[config.mk]
export PLATFORM = sky130hd
export DESIGN_NAME = quantize_bit_packer
export DESIGN_NICKNAME = d
export VERILOG_FILES = /design/src/rtl/qbp_pkg.sv /design/src/rtl/quantize_bit_packer.sv
export SDC_FILE = /design/constraint.sdc
export NUM_CORES = 2
export LEC_CHECK = 0
export ABC_CLOCK_PERIOD_IN_PS = 25400
export BUFFER_PORTS_ARGS = -buffer_cell sky130_fd_sc_hd__buf_2
export CAP_MARGIN = 20
export CORE_MARGIN = 2
export CORE_UTILIZATION = 70
export CTS_BUF_LIST = sky130_fd_sc_hd__clkbuf_16
export CTS_CLUSTER_DIAMETER = 30
export CTS_CLUSTER_SIZE = 10
export DETAILED_ROUTE_END_ITERATION = 10
export PLACE_DENSITY = 0.94
export SLEW_MARGIN = 20
export SYNTH_ARGS = -nofsm -noshare
export SYNTH_HDL_FRONTEND = slang
export SYNTH_SLANG_ARGS = --single-unit
[constraint.sdc]
create_clock -name clk -period 25.4 [get_ports clk]
set_clock_uncertainty 0.2 [all_clocks]
set_input_delay 2.54 -clock clk [delete_from_list [all_inputs] [get_ports clk]]
set_output_delay 2.54 -clock clk [all_outputs]
set_load 0.05 [all_outputs]
[src/rtl/qbp_pkg.sv]
// ----------------------------------------------------------------------------
// qbp_pkg
// Shared constants and types for the quantizer and bit packer.
// ----------------------------------------------------------------------------
package qbp_pkg;

  localparam int unsigned BYTE_BITS     = 8;
  localparam int unsigned MAX_CODE_BITS = 32;
  localparam int unsigned SAMPLE_W      = 32;
  localparam int unsigned CODE_BITS_W   = 6;
  localparam int unsigned PEND_W        = BYTE_BITS - 1;
  localparam int unsigned PEND_CNT_W    = 3;
  // pending bits plus one full code
  localparam int unsigned ACC_W         = PEND_W + MAX_CODE_BITS;
  // five byte slots for the output burst
  localparam int unsigned BURST_W       = 40;
  localparam int unsigned CFG_IDX_W     = 2;

  typedef enum logic [CFG_IDX_W-1:0] {
    REG_OFFSET    = 2'd0,
    REG_INV_STEP  = 2'd1,
    REG_CODE_BITS = 2'd2
  } cfg_reg_t;

  localparam logic [CODE_BITS_W-1:0] CODE_BITS_RESET = 6'd8;
  localparam logic [31:0]            INV_STEP_RESET  = 32'd65536;

endpackage

[src/rtl/quantize_bit_packer.sv]
// ----------------------------------------------------------------------------
// quantize_bit_packer
// Linear quantizer with MSB-first bit packing into a byte stream.
// ----------------------------------------------------------------------------
// Each sample has the configured offset subtracted, is scaled by inv_step and
// rounded half up to a code of code_bits bits, clamped to 1..32 (saturating
// at 0 and all ones). Codes are packed MSB first and every full byte goes out
// as one word; a sample with tlast flushes the partial byte zero padded and
// marks the final word. The pipeline is input register, multiply register,
// then a byte burst register that emits one word per cycle while the receiver
// is ready. A new sample enters the burst register as the last word of the
// previous burst is taken, so the output word rate of one byte per cycle,
// less receiver stalls, is what bounds throughput. A sample passes the input,
// multiply and burst registers in that order before its first word goes out.
module quantize_bit_packer (
  input  logic        clk,
  input  logic        rst,
  // configuration write channel
  input  logic        cfg_valid,
  output logic        cfg_ready,
  input  logic [qbp_pkg::CFG_IDX_W-1:0] cfg_index,
  input  logic [31:0] cfg_data,
  // sample stream
  input  logic        s_tvalid,
  output logic        s_tready,
  input  logic [31:0] s_tdata,   // [31:0] sample
  input  logic        s_tlast,   // last_sample
  // byte stream
  output logic        m_tvalid,
  input  logic        m_tready,
  output logic [7:0]  m_tdata,   // [7:0] out_byte
  output logic        m_tlast    // last_byte
);

  // configuration registers
  logic signed [31:0] offset;
  logic [31:0]        inv_step;
  logic [qbp_pkg::CODE_BITS_W-1:0] code_bits;

  // input stage
  logic               s1_valid;
  logic signed [31:0] s1_sample;
  logic               s1_last;

  // multiply stage
  logic        s2_valid;
  logic [63:0] s2_prod;
  logic        s2_pos;
  logic        s2_last;

  // packer state
  logic [qbp_pkg::PEND_W-1:0]     pending_bits;
  logic [qbp_pkg::PEND_CNT_W-1:0] pending_count;

  // output burst
  logic [qbp_pkg::BURST_W-1:0] burst;
  logic [2:0]                  burst_left;
  logic                        burst_last;

  // combinational
  logic signed [32:0] diff;
  logic               diff_pos;
  logic [63:0]        prod;
  logic [qbp_pkg::CODE_BITS_W-1:0] nb;
  logic [32:0]        code_round;
  logic [32:0]        code_max;
  logic [31:0]        code;
  logic [qbp_pkg::ACC_W-1:0] acc;
  logic [5:0]         total;
  logic [2:0]         rem_bits;
  logic [2:0]         full_bytes;
  logic [2:0]         burst_count;
  logic [qbp_pkg::BURST_W-1:0] burst_next;
  logic [qbp_pkg::PEND_W-1:0]  pending_bits_next;
  logic        burst_free;
  logic        fire2;
  logic        adv1;
  logic        out_fire;

  assign cfg_ready = 1'b1;

  always_ff @(posedge clk) begin
    if (rst) begin
      offset    <= '0;
      inv_step  <= qbp_pkg::INV_STEP_RESET;
      code_bits <= qbp_pkg::CODE_BITS_RESET;
    end else if (cfg_valid) begin
      case (cfg_index)
        qbp_pkg::REG_OFFSET:    offset    <= cfg_data;
        qbp_pkg::REG_INV_STEP:  inv_step  <= cfg_data;
        qbp_pkg::REG_CODE_BITS: code_bits <= cfg_data[qbp_pkg::CODE_BITS_W-1:0];
        default: ;
      endcase
    end
  end

  // handshake chain
  assign out_fire   = m_tvalid && m_tready;
  assign burst_free = (burst_left == 3'd0) || ((burst_left == 3'd1) && m_tready);
  assign fire2      = s2_valid && burst_free;
  assign adv1       = s1_valid && (!s2_valid || fire2);
  assign s_tready   = !s1_valid || adv1;

  // subtract and multiply
  always_comb begin
    diff     = {s1_sample[31], s1_sample} - {offset[31], offset};
    diff_pos = !diff[32] && (diff != 33'sd0);
    prod     = {32'd0, diff[31:0]} * {32'd0, inv_step};
  end

  always_ff @(posedge clk) begin
    if (rst) begin
      s1_valid <= 1'b0;
      s2_valid <= 1'b0;
    end else begin
      if (s_tvalid && s_tready) begin
        s1_valid <= 1'b1;
      end else if (adv1) begin
        s1_valid <= 1'b0;
      end
      if (adv1) begin
        s2_valid <= 1'b1;
      end else if (fire2) begin
        s2_valid <= 1'b0;
      end
    end
  end

  always_ff @(posedge clk) begin
    if (s_tvalid && s_tready) begin
      s1_sample <= s_tdata;
      s1_last   <= s_tlast;
    end
    if (adv1) begin
      s2_prod <= prod;
      s2_pos  <= diff_pos;
      s2_last <= s1_last;
    end
  end

  // round, saturate and pack
  always_comb begin
    if (code_bits == 6'd0) begin
      nb = 6'd1;
    end else if (code_bits > 6'(qbp_pkg::MAX_CODE_BITS)) begin
      nb = 6'(qbp_pkg::MAX_CODE_BITS);
    end else begin
      nb = code_bits;
    end
    code_round = {1'b0, s2_prod[63:32]} + {32'd0, s2_prod[31]};
    code_max   = (33'd1 << nb) - 33'd1;
    if (!s2_pos) begin
      code = '0;
    end else if (code_round > code_max) begin
      code = code_max[31:0];
    end else begin
      code = code_round[31:0];
    end
    acc        = ({32'd0, pending_bits} << nb) | {7'd0, code};
    total      = {3'd0, pending_count} + nb;
    rem_bits   = total[2:0];
    full_bytes = total[5:3];
    burst_count = full_bytes + {2'd0, (s2_last && (rem_bits != 3'd0))};
    // left align so the oldest bit sits at the top
    burst_next = {1'b0, acc} << (6'd40 - total);
    pending_bits_next = acc[qbp_pkg::PEND_W-1:0] & ((7'd1 << rem_bits) - 7'd1);
  end

  always_ff @(posedge clk) begin
    if (rst) begin
      pending_bits  <= '0;
      pending_count <= '0;
      burst_left    <= '0;
    end else begin
      if (fire2) begin
        if (s2_last) begin
          pending_bits  <= '0;
          pending_count <= '0;
        end else begin
          pending_bits  <= pending_bits_next;
          pending_count <= rem_bits;
        end
        burst_left <= burst_count;
      end else if (out_fire) begin
        burst_left <= burst_left - 3'd1;
      end
    end
  end

  always_ff @(posedge clk) begin
    if (fire2) begin
      burst      <= burst_next;
      burst_last <= s2_last;
    end else if (out_fire) begin
      burst <= burst << qbp_pkg::BYTE_BITS;
    end
  end

  assign m_tvalid = (burst_left != 3'd0);
  assign m_tdata  = burst[qbp_pkg::BURST_W-1 -: qbp_pkg::BYTE_BITS];
  assign m_tlast  = burst_last && (burst_left == 3'd1);

endmodule

**Word level (Yosys, flattened, before mapping)**

Cells that the tools add are included.

- Input port bits: 72
- Output and inout port bits: 12
- Word-level logic and storage cells: 75
- Bits in registers: 225

- Magnitude comparators: 2
- Reductions and logical operators: 26
- Multipliers: 1
- Muxes and demuxes: 14
- Equality and inequality tests: 3
- Shift-type cells: 4
- Bitwise operators: 2
- Add/subtract/negate cells: 8

Operator list:

| kind | number |
|---|---|
| 2-to-1 mux 40 bit | 2 |
| multiplier 32 x 32 -> 64 bit | 1 |
| 2-to-1 mux 32 bit | 2 |
| << shifter 39 x 6 -> 40 bit | 1 |
| bitwise OR 39 x 32 -> 39 bit | 1 |
| << shifter 7 x 6 -> 39 bit | 1 |
| adder 32 x 1 -> 33 bit | 1 |
| greater-than comparator 33 bit | 1 |
| nonzero test 33 bit | 1 |
| << shifter 1 x 6 -> 33 bit (first input constant) | 1 |
| subtractor 32 x 32 -> 33 bit | 1 |
| subtractor 33 x 1 -> 33 bit (second input constant) | 1 |
| 2-to-1 mux 6 bit | 2 |
| 2-to-1 mux 3 bit | 3 |
| logical AND 1 bit | 8 |
| bitwise AND 7 bit | 1 |
| 2-to-1 mux 7 bit | 1 |
| << shifter 1 x 3 -> 7 bit (first input constant) | 1 |
| subtractor 7 x 1 -> 7 bit (second input constant) | 1 |
| adder 3 x 6 -> 6 bit | 1 |
| greater-than comparator 6 bit (second input constant) | 1 |
| zero test 6 bit | 1 |
| AND reduction 2 bit | 3 |
| nonzero test 2 bit | 3 |
| other kinds (12) | 20 |

**Longest topological paths before layout**

- Depth in word-level cells: 11
- Mapped depth: 40

**Worst setup path after synthesis**

Ideal clock, no wire load.

- Kind: flip-flop to flip-flop
- Start point: register offset[9]
- End point: register s2_prod[63] (data pin)
- Required time: 24.940 ns
- Buffers on the path: 2
- Arrival time: 9.235 ns
- Stages on the path, launching flop included: 38
- Slack: 15.705 ns
- Library setup time: 0.260 ns
- Clock period less this slack: 9.695 ns
- Cells stage by stage: dfxtp_1 > inv_1 > ha_1 > clkbuf_1 > a21oi_1 > o21bai_1 > a21oi_1 > nand4_1 > o211a_1 > a211oi_1 > nor3_1 > o41a_1 > a31oi_1 > clkbuf_1 > nand2_1 > fa_1 > inv_1 > fa_1 > [... 2 more ...] > fa_1 > inv_1 > fa_1 > fa_1 > fa_1 > fa_1 > ha_1 > a21o_1 > a21o_1 > a21o_1 > or3_1 > a211oi_1 > a21oi_1 > o21ai_0 > nand2_1 > a21oi_1 > o21ai_0 > xnor2_1

- Longest elaborated chain between the ends: 2

RTL lines:

| what | RTL line | source |
|---|---|---|
| from (decl) | quantize_bit_packer.sv:36 | `logic signed [31:0] offset;` |
| from (signal assigned) | quantize_bit_packer.sv:89 | `qbp_pkg::REG_OFFSET: offset <= cfg_data;` |
| subtractor 32 x 32 -> 33 bit | quantize_bit_packer.sv:106 | `diff = {s1_sample[31], s1_sample} - {offset[31], offset};` |
| multiplier 32 x 32 -> 64 bit | quantize_bit_packer.sv:108 | `prod = {32'd0, diff[31:0]} * {32'd0, inv_step};` |
| named net prod[63] | quantize_bit_packer.sv:63 | `logic [63:0] prod;` |
| to (signal assigned) | quantize_bit_packer.sv:135 | `s2_prod <= prod;` |
| to (decl) | quantize_bit_packer.sv:47 | `logic [63:0] s2_prod;` |

The timed path passes the listed nets, and every way through them passes these cells.
A chain may end at the register's enable or synchronous reset.

**Worst setup path after layout**

- Start point: register s1_sample[8]
- End point: register s2_prod[63] (data pin)

- Longest elaborated chain between the ends: 2

RTL lines:

| what | RTL line | source |
|---|---|---|
| from (decl) | quantize_bit_packer.sv:42 | `logic signed [31:0] s1_sample;` |
| from (signal assigned) | quantize_bit_packer.sv:131 | `s1_sample <= s_tdata;` |
| subtractor 32 x 32 -> 33 bit | quantize_bit_packer.sv:106 |  |
| multiplier 32 x 32 -> 64 bit | quantize_bit_packer.sv:108 |  |
| named net prod[63] | quantize_bit_packer.sv:63 |  |

The timed path passes the listed nets, and every way through them passes these cells.

==> results.py <==
metrics = {
    "floorplanning": {
        "core_um2": 66900,
        "die_w_um": 264,
        "num_rows": 95,
        "die_h_um": 264,
        "ioPinCount": 84,
        "die_area_um2": 69400,
        "initial_utilization": 0.704,
    },
    "run": {
        "maxCapViolCount": 0,
    },
    "placement": {
        "dp.final_hpwl_um": 105000,
        "gp_congestion": 0.996,
        "port_buffers": 82,
        "post-place-ws_ns": 14.38,
        "placed_cell_area_um2": 48400,
    },
    "min_path": {
        "hold_class": "reg2reg",
        "min_path_cells": 2,
    },
    "critical_path": {
        "slowest_delay_ns": 0.93,
        "r2r-end": "s2_prod[63]",
        "path_class": "reg2reg",
        "path_delay_family": "adder cells",
        "cpMaxStageDelayCell": "a221oi_1",
        "worstPathRequired_ns": 25.45,
        "crit_path_end_kind": "flip-flop",
        "path_buf_inv": 3,
        "worstSetupStartpoint": "s1_sample[8]",
        "crit_fanout": 33,
        "reg2reg_from": "s1_sample[8]",
        "crit_path_end": "s2_prod[63]",
        "start_kind": "flip-flop",
        "cp.arrival_ns": 11.34,
        "worst-path-stages": 33,
        "ff2ff_path_depth": 33,
        "rrSetupSlack_ns": 14.10,
        "cpMostUsedCell": "fa_1",
    },
    "yosys": {
        "syn_avg_cell_area_um2": 8.90,
        "muxShareOfSynthArea": 0.0243,
        "synth_top_family_by_area": "adder cells",
        "yosys.area_share.simple": 0.188,
        "ys_types": 99,
        "yosysTopAreaCell": "fa_1",
        "synth_flop_cell": "edfxtp_1",
        "synth_area_leaders": "fa_1 38%, ha_1 9.1%, inv_1 7.5%",
        "synthCells": 5297,
        "syn_area_um2": 47100,
        "ys_ff_latch": 194,
        "yosys.area.top_type_share": 0.381,
        "async_reset_ff_frac": 0,
        "synth_fa_ha_area_frac": 0.472,
        "yosysSeqAreaShare": 0.106,
        "synth_warnings": 0,
        "synth_edf_count": 109,
        "synth_compound_area_frac": 0.0911,
        "synth_xor_area_frac": 0.0186,
    },
    "pwr": {
        "p_sw_mw": 1.58,
        "p_int_mw": 1.40,
        "power.leakage_nw": 23.2,
        "combPwrFrac": 0.747,
        "p_clk_frac": 0.095,
        "power_density_nw_per_um2": 60.8,
        "p_sw_frac": 0.530,
        "sequentialPowerShare": 0.158,
        "max-vdd-ir-drop_mv": 0.0773,
    },
    "sta": {
        "fin_hold_ws_ns": 0.259,
        "fmax_mhz": 88.5,
        "period_minus_slack_ns": 11.30,
        "tns_ns": 0,
        "worstMarginPinSlew_ns": 1.11,
        "fin_ws_ns": 14.10,
        "slew_viol_final": 0,
        "fin_crit_sh": 0.445,
        "final_hold_viol_count": 0,
        "finalSetupViolations": 0,
        "rsz0062_at_grt": "no",
        "max_slew_margin": 0.259,
    },
    "global_route": {
        "grt_pass1_wl_um": 229000,
        "grt_antenna_before_repair": 2,
        "track_usage": 0.425,
        "grt-ovfl-total": 0,
        "grt_pass1_vias": 42900,
        "grt_max_degree": 86,
    },
    "drt": {
        "drt-initial-drc-count": 5971,
        "wl_um": 145000,
        "ant_nets": 0,
        "drc_errors": 0,
        "wl_per_cell_um": 23.9,
        "num_vias": 40400,
        "vias_per_cell": 6.65,
        "dr.pass1.iters": 6,
    },
    "finish": {
        "final_cell_mix": "937 x inv_1, 897 x fa_1, 751 x nand2_1",
        "drive_above_1_share": 0.0617,
        "finish.utilization": 0.732,
        "fin_nets": 6498,
        "design_area_um2": 49000,
        "syn2layout_area_growth_pct": 3.92,
        "final_common_cell": "inv_1",
    },
    "clocking": {
        "htree_levels": 4,
        "ctsRootBufferMaster": "clkbuf_16",
        "insertion_delay_ns": 0.49,
        "numCtsBuffers": 17,
        "cts.reportedPaths.clkPinSlew_ns": 0.09,
        "cts_hold_buf": 0,
        "cts_buffer_depth": 2,
        "cts-resized-gates": 0,
        "post_cts_buffers": 0,
        "cts_num_sinks": 194,
        "cts_tree": "built",
    },
    "run_status": {
        "status": "complete, no violations",
    },
}
[cell usage after synthesis, types with 10 or more instances]
library cell  count
inv_1           937
fa_1            897
nand2_1         751
and2_1          508
ha_1            343
clkbuf_1        274
a21oi_1         197
nor2_1          169
edfxtp_1        109
dfxtp_1          85
o21ai_0          85
xnor2_1          75
mux2i_1          61
nand3_1          58
nand2b_1         55
nor2b_1          55
nor3_1           49
a21o_1           41
o211ai_1         37
nand4_1          33
a31oi_1          27
xor2_1           25
and3_1           23
a211oi_1         22
mux4_2           19
o31ai_1          18
o21a_1           17
a22o_1           16
or2_2            16
o22ai_1          15
o21ai_1          13
buf_2            12
o221ai_1         11
or3_1            11
nor4_1           10
o21bai_1         10
[registers in the layout (all words and copies together), names as in the netlist, 3 cells and up]
| name | count |
|---|---|
| code_bits | 6 |
| s2_prod | 33 |
| offset | 32 |
| pending_count | 3 |
| pending_bits | 7 |
| s1_sample | 32 |
| inv_step | 32 |
| burst | 40 |
| burst_left | 3 |
[per-stage QoR]
stage          std cells  power [mW]
3_3_place_gp        6038        2.47
5_1_grt             6072        3.14
6_report            6075        2.98
3_5_place_dp        6038        2.58
4_1_cts             6070        2.88
2_1_floorplan       5299        1.93
[routing by layer]
layer	vias up	wire, µm	global-route usage
met1	19400	48400	0.536
met4	8	11300	0.267
met2	3571	63500	0.644
li1	16400	-	-
met5	-	73	0.00277
met3	1021	21800	0.128
[worst reg2reg max path: cells and delay by family, from the launching register on]
family | cells | cell delay (ns)
adders and majority gates | 10 | 4.60
AOI/OAI and AO/OA | 13 | 4.01
xor gates and xnor gates | 2 | 0.30
DFF | 1 | 0.41
buffers and inverters | 3 | 0.66
and+or+nand+nor | 5 | 0.86
[power by group through the flow]
stage	logic, mW	registers (mW)	clock network [mW]
2_1_floorplan	1.46	0.463	0
3_3_place_gp	2.00	0.472	0
3_5_place_dp	2.10	0.474	0
4_1_cts	2.13	0.468	0.281
5_1_grt	2.38	0.474	0.292
6_report	2.22	0.469	0.284
[final cells by class]
| cell class | count | area (µm²) |
|---|---|---|
| Antenna cell | 3 | 7.51 |
| Clock buffer | 17 | 425 |
| Clock inverter | 15 | 158 |
| Fill cell | 4223 | 17900 |
| Inverter | 945 | 3550 |
| Multi-Input combinational cell | 3857 | 37700 |
| Sequential cell | 194 | 4980 |
| Tap cell | 873 | 1090 |
| Timing Repair Buffer | 171 | 1110 |
[kinds of logic (layout without fill, tap and decap cells)]
| kind of cell | count (synthesis) | after routing |
|---|---|---|
| mux | 89 | 89 |
| other cells | 1 | 6 |
| buf+inv | 1248 | 1148 |
| simple gates | 1785 | 1785 |
| flops | 194 | 194 |
| compound gates | 640 | 640 |
| fa+ha+maj | 1240 | 1240 |
| xor+xnor | 100 | 100 |
[how the worst min path moves through the flow]
stage / from / to / slack [ns]
CTS: offset[10] / offset[10] / 0.26
finish: offset[10] / offset[10] / 0.26
floorplan: s1_last / s2_last / 0.20
detailed placement: s1_last / s2_last / 0.24
global placement: offset[20] / offset[20] / 0.24
global route: offset[18] / offset[18] / 0.27
(Power assumes the default switching activity.)
